File: src/rtl/sme_pkg.sv
// Shared constants and types for the stack machine execute block.
// Used by the controller, the datapath, the top level and the checker.
`timescale 1ns / 1ps
`default_nettype none

package sme_pkg;

    localparam int STACK_DEPTH   = 16;
    localparam int TABLE_ENTRIES = 4;

    localparam int DATA_W   = 32;
    localparam int KEY_W    = 20;
    localparam int VAL_W    = 4;
    localparam int OP_W     = 4;
    localparam int FAULT_W  = 2;
    localparam int CFG_IDX_W  = 4;
    localparam int CFG_DATA_W = 20;
    localparam int ADDR_W   = $clog2(STACK_DEPTH);
    localparam int CNT_W    = $clog2(STACK_DEPTH + 1);

    // opcodes
    localparam logic [OP_W-1:0] OP_PUSH = 4'd1;
    localparam logic [OP_W-1:0] OP_SHOW = 4'd2;
    localparam logic [OP_W-1:0] OP_ADD  = 4'd3;
    localparam logic [OP_W-1:0] OP_MULT = 4'd4;
    localparam logic [OP_W-1:0] OP_END  = 4'd5;

    // fault codes
    localparam logic [FAULT_W-1:0] FAULT_NONE  = 2'd0;
    localparam logic [FAULT_W-1:0] FAULT_UNDER = 2'd1;
    localparam logic [FAULT_W-1:0] FAULT_OVER  = 2'd2;

    // configuration register indexes
    localparam logic [CFG_IDX_W-1:0] CFG_KEY_ZERO    = 4'd0;
    localparam logic [CFG_IDX_W-1:0] CFG_VALUE_ZERO  = 4'd1;
    localparam logic [CFG_IDX_W-1:0] CFG_KEY_ONE     = 4'd2;
    localparam logic [CFG_IDX_W-1:0] CFG_VALUE_ONE   = 4'd3;
    localparam logic [CFG_IDX_W-1:0] CFG_KEY_TWO     = 4'd4;
    localparam logic [CFG_IDX_W-1:0] CFG_VALUE_TWO   = 4'd5;
    localparam logic [CFG_IDX_W-1:0] CFG_KEY_THREE   = 4'd6;
    localparam logic [CFG_IDX_W-1:0] CFG_VALUE_THREE = 4'd7;

    // controller to datapath
    typedef struct packed {
        logic                latch;     // capture the accepted instruction
        logic                push;      // push looked-up value
        logic                rd_nos;    // read second stack entry
        logic                alu;       // compute add or multiply
        logic                wr_alu;    // write back result, drop one entry
        logic                set_halt;
        logic                load_out;  // load result beat
        logic [FAULT_W-1:0]  fault;
        logic                shown;
    } ctrl_cmd_t;

    // datapath to controller
    typedef struct packed {
        logic [OP_W-1:0] op;
        logic            halted;
        logic            cnt_zero;
        logic            cnt_lt2;
        logic            cnt_full;
    } dp_status_t;

endpackage

`default_nettype wire

File: src/rtl/stack_machine_execute.sv
// Top level of the stack machine execute block.
// Depends on sme_pkg, sme_ctrl and sme_datapath.
//
// Usage:
//   s_ channel carries one instruction per beat (s_req_type, s_operand_address).
//   m_ channel returns one result beat per instruction: top of stack, show
//   flag, halted flag and fault code.
//   cfg channel writes the four key/value table entries by index; cfg_ready
//   is always high. Write only while no instruction is in flight.
//   Each instruction steps through decode and result; add and multiply also
//   pass through read and write, since the second stack entry comes from a
//   registered read of the stack RAM. A new instruction is accepted only after
//   the previous one has loaded its result beat into the output register.
//   The top of stack is held in a register, so only add and multiply read RAM.
//   When the receiver stalls, the result beat holds in the output register;
//   the next instruction is still accepted and runs, then waits for the slot.
//   Reset clears the table, the stack pointer, the halt flag and all handshake
//   state. No clearing pass: stack entries are written before they are read.
`timescale 1ns / 1ps
`default_nettype none

module stack_machine_execute
    import sme_pkg::*;
(
    input  wire logic                  aclk,
    input  wire logic                  aresetn,
    input  wire logic                  s_valid,
    output logic                       s_ready,
    input  wire logic [OP_W-1:0]       s_req_type,
    input  wire logic [KEY_W-1:0]      s_operand_address,
    output logic                       m_valid,
    input  wire logic                  m_ready,
    output logic signed [DATA_W-1:0]   m_top_value,
    output logic                       m_top_shown,
    output logic                       m_halted,
    output logic [FAULT_W-1:0]         m_fault,
    input  wire logic                  cfg_valid,
    output logic                       cfg_ready,
    input  wire logic [CFG_IDX_W-1:0]  cfg_index,
    input  wire logic [CFG_DATA_W-1:0] cfg_data
);

    ctrl_cmd_t  cmd;
    dp_status_t status;

    assign cfg_ready = 1'b1;

    sme_ctrl u_ctrl (
        .aclk    (aclk),
        .aresetn (aresetn),
        .s_valid (s_valid),
        .s_ready (s_ready),
        .m_valid (m_valid),
        .m_ready (m_ready),
        .status  (status),
        .cmd     (cmd)
    );

    sme_datapath u_dp (
        .aclk              (aclk),
        .aresetn           (aresetn),
        .cmd               (cmd),
        .status            (status),
        .s_req_type        (s_req_type),
        .s_operand_address (s_operand_address),
        .cfg_we            (cfg_valid),
        .cfg_index         (cfg_index),
        .cfg_data          (cfg_data),
        .m_top_value       (m_top_value),
        .m_top_shown       (m_top_shown),
        .m_halted          (m_halted),
        .m_fault           (m_fault)
    );

endmodule

`default_nettype wire

File: src/rtl/sme_ram.sv
// Generic single-write, single-read RAM with registered read data.
// No dependencies.
`timescale 1ns / 1ps
`default_nettype none

module sme_ram #(
    parameter int WIDTH = 32,
    parameter int DEPTH = 16
) (
    input  wire logic                     aclk,
    input  wire logic                     wr_en,
    input  wire logic [$clog2(DEPTH)-1:0] wr_addr,
    input  wire logic [WIDTH-1:0]         wr_data,
    input  wire logic                     rd_en,
    input  wire logic [$clog2(DEPTH)-1:0] rd_addr,
    output logic      [WIDTH-1:0]         rd_data
);

    logic [WIDTH-1:0] mem [DEPTH];

    always_ff @(posedge aclk) begin
        if (wr_en) begin
            mem[wr_addr] <= wr_data;
        end
        if (rd_en) begin
            rd_data <= mem[rd_addr];
        end
    end

endmodule

`default_nettype wire

File: src/rtl/sme_ctrl.sv
// Instruction sequencer for the stack machine execute block.
// Depends on sme_pkg; drives the datapath through ctrl_cmd_t.
`timescale 1ns / 1ps
`default_nettype none

module sme_ctrl
    import sme_pkg::*;
(
    input  wire logic       aclk,
    input  wire logic       aresetn,
    input  wire logic       s_valid,
    output logic            s_ready,
    output logic            m_valid,
    input  wire logic       m_ready,
    input  wire dp_status_t status,
    output ctrl_cmd_t       cmd
);

    typedef enum logic [2:0] {
        S_IDLE,
        S_DECODE,
        S_READ,
        S_WRITE,
        S_RESULT
    } state_t;

    state_t             state_reg, state_next;
    logic [FAULT_W-1:0] fault_reg, fault_next;
    logic               shown_reg, shown_next;
    logic               m_valid_reg, m_valid_next;
    logic               out_free;

    assign out_free = !m_valid_reg || m_ready;
    assign s_ready  = (state_reg == S_IDLE);
    assign m_valid  = m_valid_reg;

    always_comb begin
        state_next   = state_reg;
        fault_next   = fault_reg;
        shown_next   = shown_reg;
        m_valid_next = m_valid_reg;
        cmd          = '0;
        cmd.fault    = fault_reg;
        cmd.shown    = shown_reg;

        if (m_valid_reg && m_ready) begin
            m_valid_next = 1'b0;
        end

        case (state_reg)
            S_IDLE: begin
                if (s_valid) begin
                    cmd.latch  = 1'b1;
                    state_next = S_DECODE;
                end
            end
            S_DECODE: begin
                fault_next = FAULT_NONE;
                shown_next = 1'b0;
                state_next = S_RESULT;
                if (!status.halted) begin
                    case (status.op)
                        OP_PUSH: begin
                            if (status.cnt_full) begin
                                fault_next = FAULT_OVER;
                            end else begin
                                cmd.push = 1'b1;
                            end
                        end
                        OP_SHOW: begin
                            if (status.cnt_zero) begin
                                fault_next = FAULT_UNDER;
                            end else begin
                                shown_next = 1'b1;
                            end
                        end
                        OP_ADD, OP_MULT: begin
                            if (status.cnt_lt2) begin
                                fault_next = FAULT_UNDER;
                            end else begin
                                cmd.rd_nos = 1'b1;
                                state_next = S_READ;
                            end
                        end
                        OP_END: begin
                            cmd.set_halt = 1'b1;
                        end
                        default: begin
                        end
                    endcase
                end
            end
            S_READ: begin
                cmd.alu    = 1'b1;
                state_next = S_WRITE;
            end
            S_WRITE: begin
                cmd.wr_alu = 1'b1;
                state_next = S_RESULT;
            end
            S_RESULT: begin
                if (out_free) begin
                    cmd.load_out = 1'b1;
                    m_valid_next = 1'b1;
                    state_next   = S_IDLE;
                end
            end
            default: begin
                state_next = S_IDLE;
            end
        endcase
    end

    always_ff @(posedge aclk) begin
        if (!aresetn) begin
            state_reg   <= S_IDLE;
            fault_reg   <= FAULT_NONE;
            shown_reg   <= 1'b0;
            m_valid_reg <= 1'b0;
        end else begin
            state_reg   <= state_next;
            fault_reg   <= fault_next;
            shown_reg   <= shown_next;
            m_valid_reg <= m_valid_next;
        end
    end

endmodule

`default_nettype wire

File: src/rtl/sme_datapath.sv
// Datapath: config table, stack store and pointer, ALU, result registers.
// Depends on sme_pkg and sme_ram.
`timescale 1ns / 1ps
`default_nettype none

module sme_datapath
    import sme_pkg::*;
(
    input  wire logic                  aclk,
    input  wire logic                  aresetn,
    input  wire ctrl_cmd_t             cmd,
    output dp_status_t                 status,
    input  wire logic [OP_W-1:0]       s_req_type,
    input  wire logic [KEY_W-1:0]      s_operand_address,
    input  wire logic                  cfg_we,
    input  wire logic [CFG_IDX_W-1:0]  cfg_index,
    input  wire logic [CFG_DATA_W-1:0] cfg_data,
    output logic signed [DATA_W-1:0]   m_top_value,
    output logic                       m_top_shown,
    output logic                       m_halted,
    output logic [FAULT_W-1:0]         m_fault
);

    logic [KEY_W-1:0]   key_reg [TABLE_ENTRIES];
    logic [VAL_W-1:0]   val_reg [TABLE_ENTRIES];

    logic [OP_W-1:0]    op_reg;
    logic [KEY_W-1:0]   addr_reg;
    logic [CNT_W-1:0]   count_reg;
    logic               halt_reg;
    logic [DATA_W-1:0]  top_reg;
    logic [DATA_W-1:0]  alu_reg, alu_next;

    logic [DATA_W-1:0]  out_top_reg;
    logic               out_shown_reg;
    logic               out_halted_reg;
    logic [FAULT_W-1:0] out_fault_reg;

    logic [VAL_W-1:0]   lookup_val;
    logic [DATA_W-1:0]  push_val;
    logic [CNT_W-1:0]   cnt_m2;
    logic [ADDR_W-1:0]  nos_addr;
    logic [DATA_W-1:0]  nos_data;
    logic [DATA_W-1:0]  prod;
    logic               ram_we;
    logic [ADDR_W-1:0]  ram_waddr;
    logic [DATA_W-1:0]  ram_wdata;

    // config writes; entries past TABLE_ENTRIES are never searched
    always_ff @(posedge aclk) begin
        if (!aresetn) begin
            for (int i = 0; i < TABLE_ENTRIES; i++) begin
                key_reg[i] <= '0;
                val_reg[i] <= '0;
            end
        end else if (cfg_we && (cfg_index <= CFG_VALUE_THREE)) begin
            for (int i = 0; i < TABLE_ENTRIES; i++) begin
                if (cfg_index[CFG_IDX_W-1:1] == (CFG_IDX_W-1)'(i)) begin
                    if (cfg_index[0]) begin
                        val_reg[i] <= cfg_data[VAL_W-1:0];
                    end else begin
                        key_reg[i] <= cfg_data[KEY_W-1:0];
                    end
                end
            end
        end
    end

    // lowest matching entry wins: scan from the top down
    always_comb begin
        lookup_val = '0;
        for (int i = TABLE_ENTRIES - 1; i >= 0; i--) begin
            if (key_reg[i] == addr_reg) begin
                lookup_val = val_reg[i];
            end
        end
    end

    assign push_val  = DATA_W'(lookup_val);
    assign cnt_m2    = count_reg - CNT_W'(2);
    assign nos_addr  = cnt_m2[ADDR_W-1:0];
    assign ram_we    = cmd.push || cmd.wr_alu;
    assign ram_waddr = cmd.push ? count_reg[ADDR_W-1:0] : nos_addr;
    assign ram_wdata = cmd.push ? push_val : alu_reg;

    sme_ram #(
        .WIDTH (DATA_W),
        .DEPTH (STACK_DEPTH)
    ) u_stack (
        .aclk    (aclk),
        .wr_en   (ram_we),
        .wr_addr (ram_waddr),
        .wr_data (ram_wdata),
        .rd_en   (cmd.rd_nos),
        .rd_addr (nos_addr),
        .rd_data (nos_data)
    );

    // wrapping 32-bit product, only the low word is kept
    assign prod     = top_reg * nos_data;
    assign alu_next = (op_reg == OP_ADD) ? (top_reg + nos_data) : prod;

    always_ff @(posedge aclk) begin
        if (!aresetn) begin
            count_reg <= '0;
            halt_reg  <= 1'b0;
        end else begin
            if (cmd.push) begin
                count_reg <= count_reg + CNT_W'(1);
            end else if (cmd.wr_alu) begin
                count_reg <= count_reg - CNT_W'(1);
            end
            if (cmd.set_halt) begin
                halt_reg <= 1'b1;
            end
        end
    end

    always_ff @(posedge aclk) begin
        if (cmd.latch) begin
            op_reg   <= s_req_type;
            addr_reg <= s_operand_address;
        end
        // top of stack is mirrored in a register; the RAM only serves the second entry
        if (cmd.push) begin
            top_reg <= push_val;
        end else if (cmd.wr_alu) begin
            top_reg <= alu_reg;
        end
        if (cmd.alu) begin
            alu_reg <= alu_next;
        end
        if (cmd.load_out) begin
            out_top_reg    <= (count_reg == '0) ? '0 : top_reg;
            out_shown_reg  <= cmd.shown;
            out_halted_reg <= halt_reg;
            out_fault_reg  <= cmd.fault;
        end
    end

    assign status.op       = op_reg;
    assign status.halted   = halt_reg;
    assign status.cnt_zero = (count_reg == '0);
    assign status.cnt_lt2  = (count_reg < CNT_W'(2));
    assign status.cnt_full = (count_reg >= CNT_W'(STACK_DEPTH));

    assign m_top_value = $signed(out_top_reg);
    assign m_top_shown = out_shown_reg;
    assign m_halted    = out_halted_reg;
    assign m_fault     = out_fault_reg;

endmodule

`default_nettype wire

File: config.mk
export PLATFORM = sky130hd
export DESIGN_NAME = stack_machine_execute
export DESIGN_NICKNAME = d
export VERILOG_FILES = /design/src/rtl/sme_pkg.sv /design/src/rtl/stack_machine_execute.sv /design/src/rtl/sme_ram.sv /design/src/rtl/sme_ctrl.sv /design/src/rtl/sme_datapath.sv
export SDC_FILE = /design/constraint.sdc
export NUM_CORES = 2
export LEC_CHECK = 0
export ABC_CLOCK_PERIOD_IN_PS = 6800
export CORE_ASPECT_RATIO = 0.75
export CORE_MARGIN = 2
export CORE_UTILIZATION = 50
export CTS_CLUSTER_SIZE = 8
export DETAILED_ROUTE_END_ITERATION = 6
export DONT_BUFFER_PORTS = 1
export GPL_TIMING_DRIVEN = 0
export PLACE_DENSITY = 0.8
export SYNTH_ARGS = -nofsm -noshare
export SYNTH_HDL_FRONTEND = slang
export SYNTH_SLANG_ARGS = --single-unit
export TNS_END_PERCENT = 10
File: constraint.sdc
create_clock -name aclk -period 6.8 [get_ports aclk]
set_clock_uncertainty 0.1 [all_clocks]
set_input_delay 1.36 -clock aclk [delete_from_list [all_inputs] [get_ports aclk]]
set_output_delay 1.36 -clock aclk [all_outputs]
set_load 0.02 [all_outputs]
; Yosys cells after proc, flatten, opt, wreduce, memory -nomap -nowiden
; Memory sizes are Yosys's and may differ from the RTL's. A register that Yosys moved wholly into a read port is not among the register bits.
; Cells that the tools add are included.
; Widths: inputs -> output; s select.
[word_totals]
ff_bits = 137
latch_bits = 0
ramBits = 608
mem_bits_ro = 0
input_bits = 53
output_inout_bits = 39
word_cells = 151
memories = 3
[mem_list]
columns = name, depth, word_bits, rd, rd_ports_with_merged_regs, wr, line_no
row1 = u_dp.u_stack.mem, 16, 32, 1, 1, 1, sme_ram.sv:19  ; logic [WIDTH-1:0] mem [DEPTH];
row2 = u_dp.key_reg, 4, 20, 4, 0, 4, sme_datapath.sv:24  ; logic [KEY_W-1:0] key_reg [TABLE_ENTRIES];
row3 = u_dp.val_reg, 4, 4, 4, 0, 4, sme_datapath.sv:25  ; logic [VAL_W-1:0] val_reg [TABLE_ENTRIES];
[op_classes]
add_sub_neg = 4
mul = 1
div_mod_pow = 0
n_lt_le_gt_ge = 3
n_eq_ne = 18
shifts = 0
muxes = 88
bitwise_logic = 8
n_reduce_logical = 11
[op_table]
columns = operator, count
row1 = $eq 20x20->1, 4
row2 = $mux 20, 4
row3 = $mux 32, 2
row4 = $mux 1, 58
row5 = $mux 4, 11
row6 = $add 32x32->32, 1
row7 = $mul 32x32->32, 1
row8 = $mux 3, 5
row9 = $pmux 3 s5, 1
row10 = $eq 3x2->1 const B, 4
row11 = $mux 5, 2
row12 = $eq 4x2->1 const B, 2
row13 = $eq 4x3->1 const B, 2
row14 = $mux 2, 4
row15 = $or 1x1->1, 8
row16 = $eq 3x1->1 const B, 2
row17 = $logic_not 3->1, 2
row18 = $pmux 2 s3, 1
row19 = $add 5x1->5 const B, 1
row20 = $ge 5x5->1 const B, 1
row21 = $logic_not 5->1, 1
row22 = $lt 5x2->1 const B, 1
row23 = $sub 5x1->5 const B, 1
row24 = $eq 4x1->1 const B, 1
row25 = 11 further kinds, 13

; Logic depth before layout (Yosys ltp)
[logic_depth]
depth_word = 8
depth_mapped = 27
ltp_nobuf = 25

; Cells and area by module
; A second synthesis with hierarchy kept.
[unflattened]
hier_cells = 3574
hier_area_um2 = 47674.5
[modules_own_cells]
columns = mod, n_inst, cells_each, area_per_inst_um2, seq_area_each_um2
row1 = sme_datapath, 1, 2677, 27019.7, 6446.2
row2 = sme_ram, 1, 838, 20155.6, 16335.7
row3 = sme_ctrl, 1, 57, 488.0, 140.1
row4 = stack_machine_execute, 1, 2, 11.3, 0.0

; Worst setup path after synthesis
; OpenSTA, ideal clock, no wires.
[synth_path]
kind = reg2reg
from = reg u_dp.u_stack.rd_data[2] (read register of u_dp.u_stack.mem)
to = reg u_dp.alu_reg[31] (data pin)
setup_time_ns = 0.268
arrival_time_ns = 6.811
t_required_ns = 6.432
slack_ns = -0.380
stages_incl_launch_ff = 26
n_path_buf = 2
synth_period_minus_slack_ns = 7.180
path_cell_list = edfxtp_1 > clkbuf_1 > clkbuf_1 > and2_1 > fa_1 > inv_1 > fa_1 > fa_1 > fa_1 > inv_1 > fa_1 > inv_1 > fa_1 > inv_1 > fa_1 > fa_1 > ha_1 > a21o_1 > a21o_1 > a21oi_1 > nand2_1 > or3_1 > nor3b_2 > nor4_4 > o21a_1 > o31ai_1
[synth_via]
elab_chain_len = 2
word_cells_on_any_way = 3
cone_classes = add/sub: 1 / mul: 1 / mux: 1
[synth_rtl]
columns = item, line_no
row1 = start: declaration, sme_ram.sv:16  ; output logic [WIDTH-1:0] rd_data
row2 = $mul 32x32->32 or $add 32x32->32 (tied branches), "sme_datapath.sv:100, sme_datapath.sv:101"
row3 = $mux 32 (*), sme_datapath.sv:101  ; assign alu_next = (op_reg == OP_ADD) ? (top_reg + nos_data) : prod;
row4 = via u_dp.alu_next[31], sme_datapath.sv:32  ; logic [DATA_W-1:0] alu_reg, alu_next;
row5 = end signal: assignment, sme_datapath.sv:131  ; alu_reg <= alu_next;
row6 = end: declaration, sme_datapath.sv:32
; The timed path passes the listed nets; every way through them passes the cells marked *.
; A chain may end at the register's enable or synchronous reset.

; Final worst setup path
[layout_path]
from = reg u_dp.top_reg[3]
to = reg u_dp.alu_reg[25] (data pin)
[layout_via]
elab_chain_len = 2
word_cells_on_any_way = 3
cone_classes = add/sub: 1 / mul: 1 / mux: 1
[layout_rtl]
columns = item, line_no
row1 = start: declaration, sme_datapath.sv:31  ; logic [DATA_W-1:0] top_reg;
row2 = start signal: assignment, sme_datapath.sv:126  ; top_reg <= push_val;
row3 = start signal: assignment, sme_datapath.sv:128  ; top_reg <= alu_reg;
row4 = $mul 32x32->32 or $add 32x32->32 (tied branches), "sme_datapath.sv:100, sme_datapath.sv:101"
row5 = $mux 32 (*), sme_datapath.sv:101
row6 = via u_dp.alu_next[25], sme_datapath.sv:32
; Marks and branches as above.

==> flow_summary.ini <==
[status]
outcome = finished with violations
violations = negative setup slack

[worst_setup_path]
max_stage_delay_ns = 0.58
ff2ff_path_depth = 23
critPathSlowestCell = edfxtp_1
worstPathArrival_ns = 8.04
path_cells = clkbuf_8 -> clkbuf_4 -> and2_1 -> fa_1 -> fa_1 -> fa_1 -> inv_1 -> fa_1 -> inv_1 -> fa_1 -> ha_1 -> fa_1 -> fa_1 -> ha_1 -> and3_1 -> nand3_4 -> a211oi_4 -> buf_4 -> nor2_1 -> a21oi_1 -> o21a_1 -> o21a_1 -> o31ai_2
crit_type = register to register
cp.required_ns = 7.10
worstPathMaxFanout = 10
crit_top_cell = fa_1
end_kind = register
cp-start-kind = register

[clock_network]
insertion_delay_ns = 0.73
root_buffer = clkbuf_16
cts_tree = built
cts_max_level = 3
postCtsHoldBufs = 0
cts_buffer_depth = 3
cts_buffers = 107
clk_pin_slew_ns = 0.05
cts.sinks = 777

[hold_path]
hold_path.class = register to register
whs_path_depth = 0

[drt]
vias = 31070
wire_per_inst_um = 30.02
wl_um = 150100
routed_via_density = 6.217
drc = 0
initialDrtViolationCount = 4525
ant_nets = 0
firstDrtPassIters = 6

[global_routing]
top_usage_layer = met2
grt.overflow.total = 0
grt_first_pass_wirelength_um = 216800
grt_max_degree = 33
met1_usage_pct = 41.89
grtUsageTotal_pct = 30.98
grt_antenna_before_repair = 9
use_met3_pct = 12.07
gr-usage-met2_pct = 45.54
grt_pass1_vias = 31530

[timing]
min_period_over_period_pct = 113.9
worst_pin_slew_ns = 1.334
fin_ws_ns = -0.9423
drv_slew = 0
fin_crit_ns = 7.742
fin_hold_ws_ns = 0.3414
finalHoldViolations = 0
slew_headroom_pct = 11.09
rsz0062_at_grt = true
max_freq_mhz = 129.2
setup_violations = 15

[final_layout]
regArea_mm2 = 0.02293
final_util_pct = 57.51
multi_input_area_mm2 = 0.02307
syn2layout_area_growth_pct = 13.43
largest_register_ffs = 512
layout.nets = 4318
fillers = 7049
drive_gt1_share_pct = 15.42

[synth]
ys.flop_type = edfxtp_1
synth_area_per_cell_um2 = 13.54
synth_cells = 3512
synthArstFlopShare_pct = 0
ys_types = 81
synth_area_mm2 = 0.04757
synth-edff-count = 736
synth_seq_area_share_pct = 48.19
yosys_warnings = 0
syn_nets = 4137
synth-seq-cells = 777

[place]
portBuffers = 0
dpl.hpwl_um = 102300
gp_congestion = 1.012

[power]
cellPowerDensity_mw_per_mm2 = 233.4
ir_worst_vdd_uv = 245.0
p_leak_nw = 20.15
power_mw = 12.59

[floorplan]
die_w_um = 360.2
initial_utilization_pct = 50.70
io_pins = 92
die_area_mm2 = 0.09765
fp.coreArea_mm2 = 0.09382
die_h_um = 271.1
num_rows = 97

[job]
cap_violations = 0
[worst max-delay path: cells and delay by family (launching register included)]
kind | cells | cell delay (ns)
buffers and inverters | 5 | 0.87
AOI/OAI and AO/OA | 5 | 1.23
DFF | 1 | 0.58
and+or+nand+nor | 4 | 0.61
adders and majority gates | 9 | 4.03
[per-stage QoR]
stage | std cells | cell area (um2) | setup slack (ns) | setup TNS, ns
4_1_cts | 4981 | 53800 | -0.7935 | -8.638
3_5_place_dp | 4777 | 49820 | -2.284 | -28.23
3_3_place_gp | 4749 | 49190 | -2.278 | -164.37
6_report | 4998 | 53960 | -0.9423 | -9.586
5_1_grt | 4986 | 53930 | -1.073 | -11.48
2_1_floorplan | 3512 | 47650 | -0.01981 | -0.05437
[synthesized netlist by cell type, types with 8 or more instances]
| cell type | number | area share [%] |
|---|---|---|
| nand2b_1 | 11 | 0.14 |
| nand3_1 | 19 | 0.20 |
| nand2_1 | 332 | 2.6 |
| a21o_1 | 23 | 0.36 |
| ha_1 | 162 | 4.3 |
| or3_1 | 9 | 0.12 |
| a21oi_1 | 95 | 1.0 |
| o21a_1 | 11 | 0.17 |
| buf_2 | 17 | 0.18 |
| mux4_2 | 160 | 7.6 |
| xor2_1 | 68 | 1.3 |
| edfxtp_1 | 736 | 46 |
| nor4_1 | 12 | 0.16 |
| o21ai_0 | 49 | 0.52 |
| nor2b_1 | 70 | 0.92 |
| nor2_1 | 64 | 0.51 |
| xnor2_1 | 122 | 2.2 |
| nor3_1 | 22 | 0.23 |
| buf_1 | 8 | 0.063 |
| fa_1 | 410 | 17 |
| dfxtp_1 | 41 | 1.7 |
| clkbuf_1 | 139 | 1.1 |
| inv_1 | 399 | 3.1 |
| mux2i_1 | 11 | 0.23 |
| and2_1 | 402 | 5.3 |
| nand4_1 | 11 | 0.14 |
[cell type report]
cell class	count	share of cell area (%)
Antenna cell	13	0.06029
Tap cell	1237	2.868
Clock inverter	8	0.4452
Buffer	167	1.686
Timing Repair Buffer	72	1.568
Sequential cell	777	42.50
Clock buffer	156	5.322
Inverter	400	2.787
Multi-Input combinational cell	2168	42.76
[routing by layer]
layer / wire (um) / up-vias
li1: - / 12330
met1: 55520 / 15840
met2: 65620 / 2467
met3: 22610 / 440
met4: 6288 / 2
met5: 13 / -
[repair_timing]
action / 4_1_cts / 5_1_grt
pin swaps: 47 / 12
cloned: 1 / 0
gates resized for setup: 157 / 54
setup buffers: 39 / 3
endpoints found under the setup margin: 23 / 21
[cells in the final DEF, fill, tap and decap left out, types with 13 or more instances in the layout]
| cell type | count |
|---|---|
| buf_2 | 24 |
| dfxtp_1 | 34 |
| xor2_1 | 65 |
| nand2_1 | 330 |
| and2_1 | 396 |
| fa_2 | 13 |
| ha_1 | 149 |
| clkbuf_1 | 121 |
| nor3_1 | 18 |
| inv_1 | 398 |
| buf_12 | 20 |
| mux4_2 | 160 |
| nor2b_1 | 70 |
| diode_2 | 13 |
| clkbuf_2 | 27 |
| fa_1 | 397 |
| clkbuf_4 | 24 |
| a21oi_1 | 88 |
| nand3_1 | 17 |
| xnor2_1 | 113 |
| o21ai_0 | 38 |
| clkbuf_16 | 109 |
| nor2_4 | 17 |
| a21o_1 | 23 |
| edfxtp_1 | 736 |
| nor2_1 | 47 |
| buf_4 | 46 |
[where the power goes]
part	switching (mW)	internal, mW	total [mW]	leakage, nW
Clock	2.08	2.94	5.02	1.48
Combinational	1.33	0.887	2.22	11.7
Sequential	0.0653	5.29	5.36	7.01
Total	3.47	9.12	12.6	20.1
[kinds of logic (layout without fill, tap and decap cells)]
| logic type | Yosys count | in the layout | synth area share, % |
|---|---|---|---|
| AOI/OAI and AO/OA | 252 | 252 | 3.527 |
| xor gates and xnor gates | 190 | 190 | 3.498 |
| adders and majority gates | 572 | 572 | 21.52 |
| buffers and inverters | 567 | 803 | 4.564 |
| DFF | 777 | 777 | 48.19 |
| muxes | 171 | 171 | 7.807 |
| other | 1 | 14 | 0.007883 |
| and+or+nand+nor | 982 | 982 | 10.89 |
[path summary, 6_finish.rpt]
path	from	endpoint	slack, ns
worst min-delay path	u_ctrl.fault_reg[1]	u_dp.m_fault[1]	0.34
worst max-delay path	u_dp.top_reg[3]	u_dp.alu_reg[25]	-0.94
worst max register to register	u_dp.top_reg[3]	u_dp.alu_reg[25]	-0.94
worst min register to register	u_ctrl.fault_reg[1]	u_dp.m_fault[1]	0.34
(Power assumes the default switching activity.)
